### config.mk
export PLATFORM = sky130hd
export DESIGN_NAME = fpga_bitfile_header_parser
export DESIGN_NICKNAME = d
export VERILOG_FILES = /design/src/rtl/fbhp_pkg.sv /design/src/rtl/fbhp_fifo.sv /design/src/rtl/fbhp_front.sv /design/src/rtl/fbhp_back.sv /design/src/rtl/fpga_bitfile_header_parser.sv
export SDC_FILE = /design/constraint.sdc
export NUM_CORES = 1
export LEC_CHECK = 0
export ABC_CLOCK_PERIOD_IN_PS = 5200
export BUFFER_PORTS_ARGS = -buffer_cell sky130_fd_sc_hd__clkbuf_2
export CORE_UTILIZATION = 45
export CTS_BUF_LIST = sky130_fd_sc_hd__clkbuf_8
export CTS_CLUSTER_SIZE = 40
export DETAILED_ROUTE_END_ITERATION = 10
export GPL_TIMING_DRIVEN = 0
export SLEW_MARGIN = 20
export SYNTH_ARGS = -nofsm -noshare
export SYNTH_HDL_FRONTEND = slang
export SYNTH_SLANG_ARGS = --single-unit
### constraint.sdc
create_clock -name clk -period 5.2 [get_ports clk]
set_input_delay 0.26 -clock clk [delete_from_list [all_inputs] [get_ports clk]]
set_output_delay 0.26 -clock clk [all_outputs]
set_load 0.02 [all_outputs]
### src/rtl/fbhp_pkg.sv
// Shared types, codes and tables for the bit file header parser.
// No dependencies; imported by every module of the block but fbhp_fifo.
package fbhp_pkg;

  localparam int unsigned QUEUE_DEPTH_DEF = 2;
  localparam int unsigned OUT_DEPTH_DEF   = 2;

  // Result status codes
  localparam logic [1:0] ST_PARSING  = 2'd0;
  localparam logic [1:0] ST_ACCEPTED = 2'd1;
  localparam logic [1:0] ST_ERROR    = 2'd2;
  localparam logic [1:0] ST_IGNORED  = 2'd3;

  // Error codes
  localparam logic [2:0] ERR_NONE       = 3'd0;
  localparam logic [2:0] ERR_MAGIC_SIZE = 3'd1;
  localparam logic [2:0] ERR_MAGIC      = 3'd2;
  localparam logic [2:0] ERR_A_LEN      = 3'd3;
  localparam logic [2:0] ERR_A_CHAR     = 3'd4;
  localparam logic [2:0] ERR_NAME_TERM  = 3'd5;
  localparam logic [2:0] ERR_B_CHAR     = 3'd6;
  localparam logic [2:0] ERR_PART_TERM  = 3'd7;

  localparam logic [7:0]  CHAR_A        = 8'h61;
  localparam logic [7:0]  CHAR_B        = 8'h62;
  localparam logic [15:0] MAGIC_SIZE    = 16'd9;
  localparam logic [15:0] A_LEN         = 16'd1;
  localparam logic [15:0] MAGIC_LAST    = 16'd8;

  typedef enum logic [12:0] {
    PH_MLEN_HI = 13'h0001,
    PH_MLEN_LO = 13'h0002,
    PH_MAGIC   = 13'h0004,
    PH_ALEN_HI = 13'h0008,
    PH_ALEN_LO = 13'h0010,
    PH_ACHAR   = 13'h0020,
    PH_NLEN_HI = 13'h0040,
    PH_NLEN_LO = 13'h0080,
    PH_NAME    = 13'h0100,
    PH_BCHAR   = 13'h0200,
    PH_PLEN_HI = 13'h0400,
    PH_PLEN_LO = 13'h0800,
    PH_PART    = 13'h1000
  } phase_t;

  // Classified input transaction
  typedef struct packed {
    logic [7:0] data_byte;
    logic       restart;
    logic       is_zero;
    logic       is_a;
    logic       is_b;
  } in_item_t;

  typedef struct packed {
    logic [1:0] status;
    logic [2:0] error_code;
    logic [7:0] part_byte;
    logic       part_valid;
    logic       part_last;
  } out_item_t;

  function automatic logic [7:0] magic_byte(input logic [3:0] idx);
    logic [7:0] v;
    case (idx)
      4'd0, 4'd2, 4'd4, 4'd6: v = 8'h0f;
      4'd1, 4'd3, 4'd5, 4'd7: v = 8'hf0;
      default:                v = 8'h00;
    endcase
    return v;
  endfunction

endpackage

### src/rtl/fbhp_fifo.sv
// Small synchronous FIFO used as the decoupling and result queues.
// No dependencies.
module fbhp_fifo #(
  parameter int unsigned W     = 8,
  parameter int unsigned DEPTH = 2
) (
  input  logic         clk,
  input  logic         rst_n,
  input  logic         wr_en,
  input  logic [W-1:0] wr_data,
  output logic         full,
  input  logic         rd_en,
  output logic [W-1:0] rd_data,
  output logic         empty
);

  localparam int unsigned AW = (DEPTH > 1) ? $clog2(DEPTH) : 1;
  localparam int unsigned CW = $clog2(DEPTH + 1);

  logic [W-1:0]  mem_r [DEPTH];
  logic [AW-1:0] wr_ptr_r, rd_ptr_r;
  logic [CW-1:0] count_r;
  logic          do_wr, do_rd;

  assign full    = (count_r == CW'(DEPTH));
  assign empty   = (count_r == '0);
  assign do_wr   = wr_en && !full;
  assign do_rd   = rd_en && !empty;
  assign rd_data = mem_r[rd_ptr_r];

  function automatic logic [AW-1:0] ptr_inc(input logic [AW-1:0] p);
    return (p == AW'(DEPTH - 1)) ? '0 : AW'(p + 1'b1);
  endfunction

  always_ff @(posedge clk) begin
    if (!rst_n) begin
      wr_ptr_r <= '0;
      rd_ptr_r <= '0;
      count_r  <= '0;
    end else begin
      if (do_wr) wr_ptr_r <= ptr_inc(wr_ptr_r);
      if (do_rd) rd_ptr_r <= ptr_inc(rd_ptr_r);
      if (do_wr && !do_rd)      count_r <= CW'(count_r + 1'b1);
      else if (do_rd && !do_wr) count_r <= CW'(count_r - 1'b1);
    end
  end

  always_ff @(posedge clk) begin
    if (do_wr) mem_r[wr_ptr_r] <= wr_data;
  end

endmodule

### src/rtl/fbhp_front.sv
// Front end: takes input transactions and classifies the byte.
// Depends on fbhp_pkg.
module fbhp_front (
  input  logic              push,
  input  logic [7:0]        in_data_byte,
  input  logic              in_restart,
  input  logic              q_full,
  output logic              q_wr,
  output fbhp_pkg::in_item_t q_item
);
  import fbhp_pkg::*;

  assign q_wr = push && !q_full;

  always_comb begin
    q_item.data_byte = in_data_byte;
    q_item.restart   = in_restart;
    q_item.is_zero   = (in_data_byte == 8'h00);
    q_item.is_a      = (in_data_byte == CHAR_A);
    q_item.is_b      = (in_data_byte == CHAR_B);
  end

endmodule

### src/rtl/fbhp_back.sv
// Back end: header sequencer, one classified byte per cycle unless the result queue is full.
// Depends on fbhp_pkg.
module fbhp_back (
  input  logic                clk,
  input  logic                rst_n,
  input  fbhp_pkg::in_item_t  q_item,
  input  logic                q_empty,
  output logic                q_rd,
  input  logic                res_full,
  output logic                res_wr,
  output fbhp_pkg::out_item_t res_item
);
  import fbhp_pkg::*;

  phase_t      phase_r, phase_nxt, ph;
  logic [15:0] bc_r, bc_nxt, bc;
  logic [15:0] fl_r, fl_nxt, fl;
  logic        fin_r, fin_nxt, fin;
  logic        fire;
  logic [15:0] fl_lo;
  logic [16:0] bc_p1, bc_p2;
  logic        last_byte;
  logic [3:0]  midx;
  logic [7:0]  b;

  assign fire   = !q_empty && !res_full;
  assign q_rd   = fire;
  assign res_wr = fire;
  assign b      = q_item.data_byte;

  always_comb begin
    // restart clears state before the byte is parsed
    ph  = q_item.restart ? PH_MLEN_HI : phase_r;
    bc  = q_item.restart ? 16'd0 : bc_r;
    fl  = q_item.restart ? 16'd0 : fl_r;
    fin = q_item.restart ? 1'b0 : fin_r;

    fl_lo     = fl | {8'h00, b};
    bc_p1     = {1'b0, bc} + 17'd1;
    bc_p2     = {1'b0, bc} + 17'd2;
    last_byte = (bc_p1 >= {1'b0, fl});
    midx      = (bc < MAGIC_SIZE) ? bc[3:0] : MAGIC_LAST[3:0];

    phase_nxt = ph;
    bc_nxt    = bc;
    fl_nxt    = fl;
    fin_nxt   = fin;
    res_item  = '0;

    if (fin) begin
      res_item.status = ST_IGNORED;
    end else begin
      unique case (ph)
        PH_MLEN_HI: begin fl_nxt = {b, 8'h00}; phase_nxt = PH_MLEN_LO; end
        PH_ALEN_HI: begin fl_nxt = {b, 8'h00}; phase_nxt = PH_ALEN_LO; end
        PH_NLEN_HI: begin fl_nxt = {b, 8'h00}; phase_nxt = PH_NLEN_LO; end
        PH_PLEN_HI: begin fl_nxt = {b, 8'h00}; phase_nxt = PH_PLEN_LO; end
        PH_MLEN_LO: begin
          fl_nxt = fl_lo;
          if (fl_lo != MAGIC_SIZE) begin
            res_item.status     = ST_ERROR;
            res_item.error_code = ERR_MAGIC_SIZE;
          end else begin
            phase_nxt = PH_MAGIC;
            bc_nxt    = 16'd0;
          end
        end
        PH_MAGIC: begin
          if (b != magic_byte(midx)) begin
            res_item.status     = ST_ERROR;
            res_item.error_code = ERR_MAGIC;
          end else if (bc >= MAGIC_LAST) begin
            phase_nxt = PH_ALEN_HI;
          end else begin
            bc_nxt = bc_p1[15:0];
          end
        end
        PH_ALEN_LO: begin
          fl_nxt = fl_lo;
          if (fl_lo != A_LEN) begin
            res_item.status     = ST_ERROR;
            res_item.error_code = ERR_A_LEN;
          end else begin
            phase_nxt = PH_ACHAR;
          end
        end
        PH_ACHAR: begin
          if (!q_item.is_a) begin
            res_item.status     = ST_ERROR;
            res_item.error_code = ERR_A_CHAR;
          end else begin
            phase_nxt = PH_NLEN_HI;
          end
        end
        PH_NLEN_LO: begin
          fl_nxt = fl_lo;
          bc_nxt = 16'd0;
          if (fl_lo == 16'd0) begin
            res_item.status     = ST_ERROR;
            res_item.error_code = ERR_NAME_TERM;
          end else begin
            phase_nxt = PH_NAME;
          end
        end
        PH_NAME: begin
          if (last_byte) begin
            if (!q_item.is_zero) begin
              res_item.status     = ST_ERROR;
              res_item.error_code = ERR_NAME_TERM;
            end else begin
              phase_nxt = PH_BCHAR;
            end
          end else begin
            bc_nxt = bc_p1[15:0];
          end
        end
        PH_BCHAR: begin
          if (!q_item.is_b) begin
            res_item.status     = ST_ERROR;
            res_item.error_code = ERR_B_CHAR;
          end else begin
            phase_nxt = PH_PLEN_HI;
          end
        end
        PH_PLEN_LO: begin
          fl_nxt = fl_lo;
          bc_nxt = 16'd0;
          if (fl_lo == 16'd0) begin
            res_item.status     = ST_ERROR;
            res_item.error_code = ERR_PART_TERM;
          end else begin
            phase_nxt = PH_PART;
          end
        end
        PH_PART: begin
          if (last_byte) begin
            if (!q_item.is_zero) begin
              res_item.status     = ST_ERROR;
              res_item.error_code = ERR_PART_TERM;
            end else begin
              res_item.status = ST_ACCEPTED;
            end
          end else begin
            res_item.part_byte  = b;
            res_item.part_valid = 1'b1;
            res_item.part_last  = (bc_p2 == {1'b0, fl});
            bc_nxt              = bc_p1[15:0];
          end
        end
        default: res_item.status = ST_IGNORED;
      endcase
      if (res_item.status != ST_PARSING) fin_nxt = 1'b1;
    end
  end

  always_ff @(posedge clk) begin
    if (!rst_n) begin
      phase_r <= PH_MLEN_HI;
      bc_r    <= 16'd0;
      fl_r    <= 16'd0;
      fin_r   <= 1'b0;
    end else if (fire) begin
      phase_r <= phase_nxt;
      bc_r    <= bc_nxt;
      fl_r    <= fl_nxt;
      fin_r   <= fin_nxt;
    end
  end

endmodule

### src/rtl/fpga_bitfile_header_parser.sv
// Top level of the bit file header parser.
// Depends on fbhp_pkg, fbhp_fifo, fbhp_front and fbhp_back.
//
// Usage:
//  Input side is a queue: drive in_data_byte/in_restart and raise push;
//  a transaction is taken at a rising edge with push high and full low.
//  Set in_restart on the first byte of each new file.
//  Result side is a queue: while empty is low the oldest result sits on
//  the out_ ports; it is taken at a rising edge with pop high.
//  Every input byte yields exactly one result, in order.
//  A taken byte is written to the decoupling queue; the back end parses it
//  straight out of that queue and writes its result to the result queue,
//  from which the result shows on the out_ ports and can be popped.
//  Throughput: one byte per cycle while results are popped, limited by the
//  sequencer update in the back end.
//  Stalls: if pop is held low the result queue fills, the back end stops,
//  the decoupling queue fills and full rises; nothing is dropped.
//  Reset (rst_n low, synchronous) empties both queues and returns the
//  sequencer to the magic length high byte with no field counts.
module fpga_bitfile_header_parser #(
  parameter int unsigned QUEUE_DEPTH = fbhp_pkg::QUEUE_DEPTH_DEF,
  parameter int unsigned OUT_DEPTH   = fbhp_pkg::OUT_DEPTH_DEF
) (
  input  logic       clk,
  input  logic       rst_n,
  input  logic       push,
  output logic       full,
  input  logic [7:0] in_data_byte,
  input  logic       in_restart,
  input  logic       pop,
  output logic       empty,
  output logic [1:0] out_status,
  output logic [2:0] out_error_code,
  output logic [7:0] out_part_byte,
  output logic       out_part_valid,
  output logic       out_part_last
);
  import fbhp_pkg::*;

  in_item_t  fr_item, bk_item;
  out_item_t res_item, head_item;
  logic      q_wr, q_full, q_rd, q_empty;
  logic      res_wr, res_full;

  // front end: classify and enqueue
  fbhp_front u_front (
    .push         (push),
    .in_data_byte (in_data_byte),
    .in_restart   (in_restart),
    .q_full       (q_full),
    .q_wr         (q_wr),
    .q_item       (fr_item)
  );

  assign full = q_full;

  // decoupling queue between front and back
  fbhp_fifo #(.W($bits(in_item_t)), .DEPTH(QUEUE_DEPTH)) u_dq (
    .clk     (clk),
    .rst_n   (rst_n),
    .wr_en   (q_wr),
    .wr_data (fr_item),
    .full    (q_full),
    .rd_en   (q_rd),
    .rd_data (bk_item),
    .empty   (q_empty)
  );

  // back end: header sequencer
  fbhp_back u_back (
    .clk      (clk),
    .rst_n    (rst_n),
    .q_item   (bk_item),
    .q_empty  (q_empty),
    .q_rd     (q_rd),
    .res_full (res_full),
    .res_wr   (res_wr),
    .res_item (res_item)
  );

  // result queue, parts back end from the receiver
  fbhp_fifo #(.W($bits(out_item_t)), .DEPTH(OUT_DEPTH)) u_rq (
    .clk     (clk),
    .rst_n   (rst_n),
    .wr_en   (res_wr),
    .wr_data (res_item),
    .full    (res_full),
    .rd_en   (pop),
    .rd_data (head_item),
    .empty   (empty)
  );

  assign out_status     = head_item.status;
  assign out_error_code = head_item.error_code;
  assign out_part_byte  = head_item.part_byte;
  assign out_part_valid = head_item.part_valid;
  assign out_part_last  = head_item.part_last;

endmodule

==> metrics list, run 1 <==
- The first global-routing pass estimated 29100 um of wire.
- Length in cells of the worst reg-to-reg path: 19
* Clock latency at the later pin of the worst-skew pair: 390 ps
* Setup slack after layout: 254 ps
- Total power draw: 2.89 mW
* Top cell type's share of synthesized area: 0.249
- Number of max-cap violations: 0
- Setup repair after global routing left no endpoint under its margin.
* Maximum level of the CTS H-tree: 3
- Global routing finished with a remaining overflow of 0.
- Worst r2r dst: u_rq.mem_r[1][0]
* Final TNS setup: 0 ps
- Along the worst path, the maximum fanout reaches 19.
- Die area: 15000 sq um
- Slew at the pin closest to its max-slew limit: 1080 ps
- TritonCTS created 9 clock buffers.
- Internal power comes to 1.73 mW.
- STA classifies the critical path startpoint as a flop.
- DPL Wire Length: 14000 um
- Hold is met by 52.9 ps.
- Number of synthesized flops with an enable pin: 54
- In the detailed route, the total length drawn on met3 is 1240 um.
* Reg clk slew, reported paths: 100 ps
* Post-layout instance area: 7150 sq um
- The count of final max-slew check failures is 0.
- Sequential cell fraction of total power: 0.412
* Via count of the routed design: 5718
- Arrival time of the worst setup path: 5160 ps
- Crit end category: flop
- After detailed routing, the average wire length per cell comes to 19.9 um.
- Clock skew on the completed layout was measured at 11.2 ps.
- PwrDens: 404 nW/um^2
- Pin count of the biggest net entering global routing: 18
- Share of final-layout standard cells stronger than drive strength 1: 0.137
- Final Hold Vio Count: 0
- Time the final worst path needs with I/O delays and setup: 4950 ps
- In this run the worst hold path is classified as input pin to flop.
- The analysis attributes to cell leakage a power of 2.57 nW.
- After detailed routing, the number of remaining DRC violations is 0.
- Clock root buffer master: clkbuf_8
* Flop and latch count out of synthesis: 110
- Sequential fraction of the synthesis area: 0.421
- Sequential cell area: 2740 sq um
- The area growth from synthesis to layout is 9.72%.
- Summed over all nets, wire length on met2 after detailed routing comes to 8060 um.
* Headroom to the max-slew limit: 0.278
- Global-route total usage across every layer: 0.258
- Synth Warn #: 0
- The first detailed-routing pass took 5 iterations.
- The die is 122 um wide.
- CP Capture Point: u_rq.mem_r[1][0]
- In this run the standard cell core region covers 14000 sq um.
- Per-cell via count in the routed design: 6.17
* Period utilization: 0.951
- The initial antenna violation count was 0.
- Combinational power share: 0.411
- Filler cell count: 1352
* Dominant cell type by area after synthesis: edfxtp_1
* Sw Pwr: 1.16 mW
- Final setup fails: 0
- Largest cells by area after synthesis: edfxtp_1 (25%), dfxtp_1 (17%), nand2_1 (4.2%), ha_1 (3.6%), nor2_1 (3.6%)
* Placed insts: 911
- After technology mapping, the gate count stands at 702.
- Antenna-violating nets left: 0
- Of the total power, the share spent switching nets is 0.401.
- The most common cell in the synthesized netlist is nand2_1.
- Final WL: 18400 um
- The repair_antennas step left the layout with diodes totalling 0.
- Gp weighted congestion: 0.932
- Total clock sinks: 110
- Clock power share: 0.177
- Final cell utilization of the core: 0.511
- The detailed router put a total of 8720 um of wire on met1.
- For this configuration, the core starts out at a cell density of 0.466.
* Post-synth ARST share: 0
* CP required: 5410 ps
- The via count of the first global-routing pass was 5309.
* Maximum number of buffers from clock root to sink: 2
- 30 I/O pins were placed.
* 1st-iter DRT viols: 635
- In the final layout, the multi-input gates occupy 3570 sq um.
* Port-buffer cells: 29
- The average instance in the mapped netlist occupies 9.28 sq um.
- Register-to-Register Setup Slack: 250 ps
* Clock tree from TritonCTS: done
* Status: finished clean
- Row generation in the floorplan step produced 43 rows.
- Most frequent cells after synthesis: nand2_1 (73), nor2_1 (63), dfxtp_1 (56)
- The highest layer touched by signal routing is met4.
- The critical path is of the flop to flop type.
* Synthesized area: 6510 sq um
- Worst slack after detailed placement: -1450 ps
* Non-filler cells in the finished layout: 927
* Final #Nets: 774
- Once placement finished, the instance area stood at 6890 sq um.
- Most used flip-flop cell after synthesis: dfxtp_1
* Vertical die dimension: 122 um
* Yosys cell types: 71
* Fmax: 202 MHz
- Nets in the synthesized netlist: 734
- The worst-case IR drop observed on VDD is 0.231 mV.
[power by group through the flow]
| stage | clock (mW) | sequential (mW) | combinational [mW] |
|---|---|---|---|
| finish | 0.511 | 1.19 | 1.19 |
| global route | 0.553 | 1.21 | 1.30 |
| CTS | 0.523 | 1.19 | 1.18 |
| detailed placement | 0 | 1.21 | 1.15 |
| global placement | 0 | 1.20 | 1.14 |
| floorplan | 0 | 1.18 | 0.825 |
[kinds of logic after synthesis]
kind of cell / Yosys count / synth area share
compound gates: 162 / 0.175
xor+xnor: 37 / 0.0498
fa+ha+maj: 19 / 0.0365
buf+inv: 58 / 0.0384
flops: 110 / 0.421
mux: 29 / 0.0503
simple gates: 287 / 0.229
[how the worst min path moves through the flow]
stage,startpoint,end,cells past startpoint,slack (ps)
after floorplan,in_data_byte[6],u_dq.mem_r[0][10],0,360
after global placement,in_restart,u_dq.mem_r[1][3],1,450
after detailed placement,in_restart,u_dq.mem_r[1][3],1,450
after CTS,in_restart,u_dq.mem_r[0][3],1,40
after global routing,in_restart,u_dq.mem_r[0][3],1,40
final,in_restart,u_dq.mem_r[0][3],1,50
[layout make-up]
cell class | count | share of cell area
Multi-Input combinational cell | 534 | 0.500
Sequential cell | 110 | 0.384
Clock inverter | 7 | 0.00840
Clock buffer | 9 | 0.0173
Inverter | 21 | 0.0110
Tap cell | 180 | 0.0315
Buffer | 35 | 0.0257
Timing Repair Buffer | 31 | 0.0224
[critical path: stages, from the launching register on]
cell and delay, ps:
dfxtp_1 320, buf_4 170, mux2i_4 330, buf_8 200
buf_6 220, and2_1 170, ha_2 270, nand3_1 90
nor2_1 160, nand3_2 140, or3_1 330, a21oi_1 210
ha_1 280, a211oi_1 220, o21ai_0 160, a221oi_2 430
o21ai_2 160, or3_1 380, buf_2 210, nor4b_4 300
[layer usage]
metal	global-route usage	vias to the layer above
met5	0	-
met4	0.0983	0
met3	0.0455	35
met2	0.391	217
met1	0.366	2761
li1	-	2705
[repair_timing]
action | in CTS | in global routing
endpoints found under the setup margin | 58 | 49
resized for setup | 14 | 9
hold buffers | 0 | 0
pin swaps | 1 | 1
hold endpoints to repair | 0 | 0
setup buffers | 2 | 0
[cells in the final DEF (no fill, tap or decap), drive strengths merged, types with 4 or more instances in the layout]
cell    instances
and3           15
o41ai           7
a21oi          38
xor2           20
a31oi           6
nor3           18
a22oi           5
a21o            6
and4b           4
a22o           15
nor3b           5
inv            24
or3            16
nand2          73
edfxtp         54
and2            6
mux2i           9
a221oi          4
nand4b          5
a211oi         19
xnor2          17
nor4           14
o22ai           4
clkbuf         57
ha             19
nor2b           9
nand4          17
buf            18
o21ai          25
nand2b         11
dfxtp          56
o31ai           4
mux2           20
nand3          20
nor2           63
or2             4
[sequential cells by signal, summed over array words and instances, names as in the netlist, named ones only]
name,count
u_dq.count_r,2
u_rq.mem_r,30
u_back.fin_r,1
u_back.phase_r,13
u_back.fl_r,16
u_rq.rd_ptr_r,1
u_dq.mem_r,24
u_back.bc_r,16
u_dq.rd_ptr_r,1
u_dq.wr_ptr_r,1
u_rq.count_r,2
u_rq.wr_ptr_r,1
(Power assumes the default switching activity.)
==> run 2: changes to the inputs <==
- CORE_MARGIN: default -> 3
- GPL_TIMING_DRIVEN: 0 -> default
==> metrics list, run 2 (synthesis results as in run 1) <==
- The flow ran to the end, and the final reports show no timing, DRC or antenna violations.
* Final cell utilization of the core: 0.499 (-0.0116)
- Max FFs per register: 30 (unchanged)
* Headroom to the max-slew limit: 0.328 (+0.0501)
* Setup clock skew after layout: 17.2 ps (+5.95 ps)
- The clock sink count came to 110 (unchanged).
* Number of max-cap violations: 0 (unchanged)
* Length in cells of the worst reg-to-reg path: 16 (-3)
- The pin slew with the least headroom to its limit was 1000 ps (-78.8 ps).
- The critical path goes through mux2i_4 -> buf_4 -> and2_1 -> ha_1 -> nand3_1 -> nor2_1 -> nand3_1 -> or3_1 -> a21oi_1 -> ha_1 -> a211oi_1 -> o21ai_0 -> a221oi_1 -> o21ai_1 -> or3_1 -> nor4b_2.
* Setup slack after layout: 365 ps (+111 ps)
* DRC violations left: 0 (unchanged)
- The area growth from synthesis to layout is 7.64%.
- The standby leakage power is 2.52 nW (-1.7%).
- Clock root buffer master: clkbuf_8
- The width of the die was 126 um (+3.3%).
- The number of nets in the layout was 746 (-3.6%).
* Post-layout instance area: 7010 sq um (-1.9%)
- Period utilization: 0.930 (-0.0214)
* Wire length of the first global-routing pass: 28100 um (-3.6%)
* Fmax: 207 MHz (+2.3%)
- The required time of the worst setup path was 5390 ps (-20 ps).
* Residual overflow from global routing: 0 (unchanged)
- Port-buffer cells: 29 (unchanged)
* Core region area: 14000 sq um (+0.38%)
- The clock transition time at the flip-flop clock pins of the worst setup and hold paths is 100 ps (about the same).
* Class of the worst hold path: input pin to flop
* Detailed Routing Iterations Pass 1: 5 (unchanged)
- Critical path buffers and inverters: 1 (-3)
- The worst setup path is of the flop to flop kind.
* Crit end category: flop
* Placement Cell Area: 6780 sq um (-1.5%)
- Num ports: 30 (unchanged)
* Clock tree from TritonCTS: done
* Register-to-Register Setup Slack: 370 ps (+110 ps)
* Largest Register: u_rq.mem_r
* Antenna-violating nets left: 0 (unchanged)
* Via count of the routed design: 5536 (-3.2%)
* RSZ-0062 raised after global routing: false
* Filler cell count: 1344 (-0.59%)
- Number of diodes added for antenna fixing: 0 (unchanged)
* Number of antenna violations at the first check in global routing: 0 (unchanged)
- Die area: 16000 sq um (+6.6%)
- The final setup violation count was 0 (unchanged).
- Startpoint class of the critical path: flop
- On the critical path the largest part of the delay comes from simple AND/OR/NAND/NOR gates.
- PwrDens: 419 nW/um^2 (+3.6%)
* Largest registers: u_rq.mem_r x30, u_dq.mem_r x24
* Clock latency at the later pin of the worst-skew pair: 390 ps (about the same)
- Gp weighted congestion: 0.980 (+5.1%)
* Worst slack after detailed placement: 313 ps (+1760 ps)
- The sum of negative setup slack was 0 ps (unchanged).
* Routed len/inst: 19.6 um (-1.7%)
- The overall global routing resource usage came to 0.220 (-0.0381).
* Leading cell types in the layout, fill and taps excluded: nand2_1 (73), nor2_1 (63), dfxtp_1 (56)
* Critical path peak fanout: 11 (-8)
- The number of CTS-inserted buffers was 9 (unchanged).
- Time the final worst path needs with I/O delays and setup: 4830 ps (-111 ps)
- Leaving out fill and tap cells, the most frequent cell in the layout is nand2_1.
- In this run the most critical hold path is launched from in_data_byte[7].
- The count of final max-slew check failures is 0 (unchanged).
* Worst VDD drop: 0.187 mV (-19%)
- Per-cell via count in the routed design: 6.16 (-0.17%)
- Min Hold Slack: 73.1 ps (+20.2 ps)
- The via count of the first global-routing pass is 5199 (-2.1%).
- 1st-iter DRT viols: 466 (-27%)
- Maximum level of the CTS H-tree: 3 (unchanged)
* Final Hold Vio Count: 0 (unchanged)
- Count of standard-cell rows: 43 (unchanged)
- Effective utilization at floorplan: 0.464 (-0.00178)
- The detailed-route wire length is 17600 um (-4.7%).
- In this run the critical register-to-register path is captured at u_rq.mem_r[0][0].
- The share of cells above drive strength 1 was 0.124 (-0.0128).
* CP max stage delay: 590 ps (+160 ps)
- The count of cells along the worst hold path was 1 (unchanged).
- The post-route non-filler standard cell count came to 899 (-3.0%).
* Total power draw: 2.94 mW (+1.6%)
* Maximum number of buffers from clock root to sink: 2 (unchanged)
* Placed insts: 883 (-3.1%)
* DPL Wire Length: 13300 um (-4.9%)
* Pin count of the biggest net entering global routing: 39 (+21)
* Arrival time of the worst setup path: 5020 ps (-140 ps)
* End point of the worst hold path: u_dq.mem_r[1][11]
- The chip height is 126 um (+3.3%).
- Postcts setup bufs: 0 (-2)
- The slowest stage of the critical path is the or3_1 cell.
-- run 2: cell count changes in the layout (fill, tap and decap cells not counted), sizes merged --
cell | previous run | this run
clkbuf | 57 | 38
clkinvlp | 2 | 0
clkinv | 1 | 0
buf | 18 | 9
inv | 24 | 25
bufinv | 1 | 3
-- run 2: how the worst max path moves through the flow --
stage	end	cells after the start	slack, ps	from
finish	u_rq.mem_r[0][0]	16	370	flop
global route	u_rq.mem_r[0][0]	16	40	flop
CTS	u_rq.mem_r[0][0]	16	290	flop
detailed placement	u_rq.mem_r[0][0]	16	310	flop
global placement	u_rq.mem_r[0][0]	16	490	flop
floorplan	u_rq.mem_r[0][0]	20	290	flop
-- run 2: cell type report --
cell class	count	area (sq um)	area share
multi-input cells	534	3520	0.502
flip-flops and latches	110	2740	0.391
well taps	180	225	0.0321
inverters	21	78.8	0.0112
repair buffers	38	213	0.0303
clock buffers	9	124	0.0177
clock inverters	7	108	0.0153
-- run 2: where the power goes --
part	leakage [nW]	total [mW]	switching (mW)	internal (mW)
registers	0.967	1.20	0.107	1.10
logic	1.43	1.13	0.735	0.394
clock network	0.128	0.604	0.289	0.316
-- run 2: repair_timing --
item,CTS,global route
resized for setup,0,1
endpoints found under the setup margin,0,3
hold buffers,0,0
-- run 2: metal layers --
metal / GRT usage / wire length (um) / vias up
met2: 0.329 / 7580 / 239
met3: 0.0349 / 1330 / 27
met4: 0.0675 / 339 / 0
met5: 0 / 0 / -
met1: 0.330 / 8320 / 2626
li1: - / - / 2644
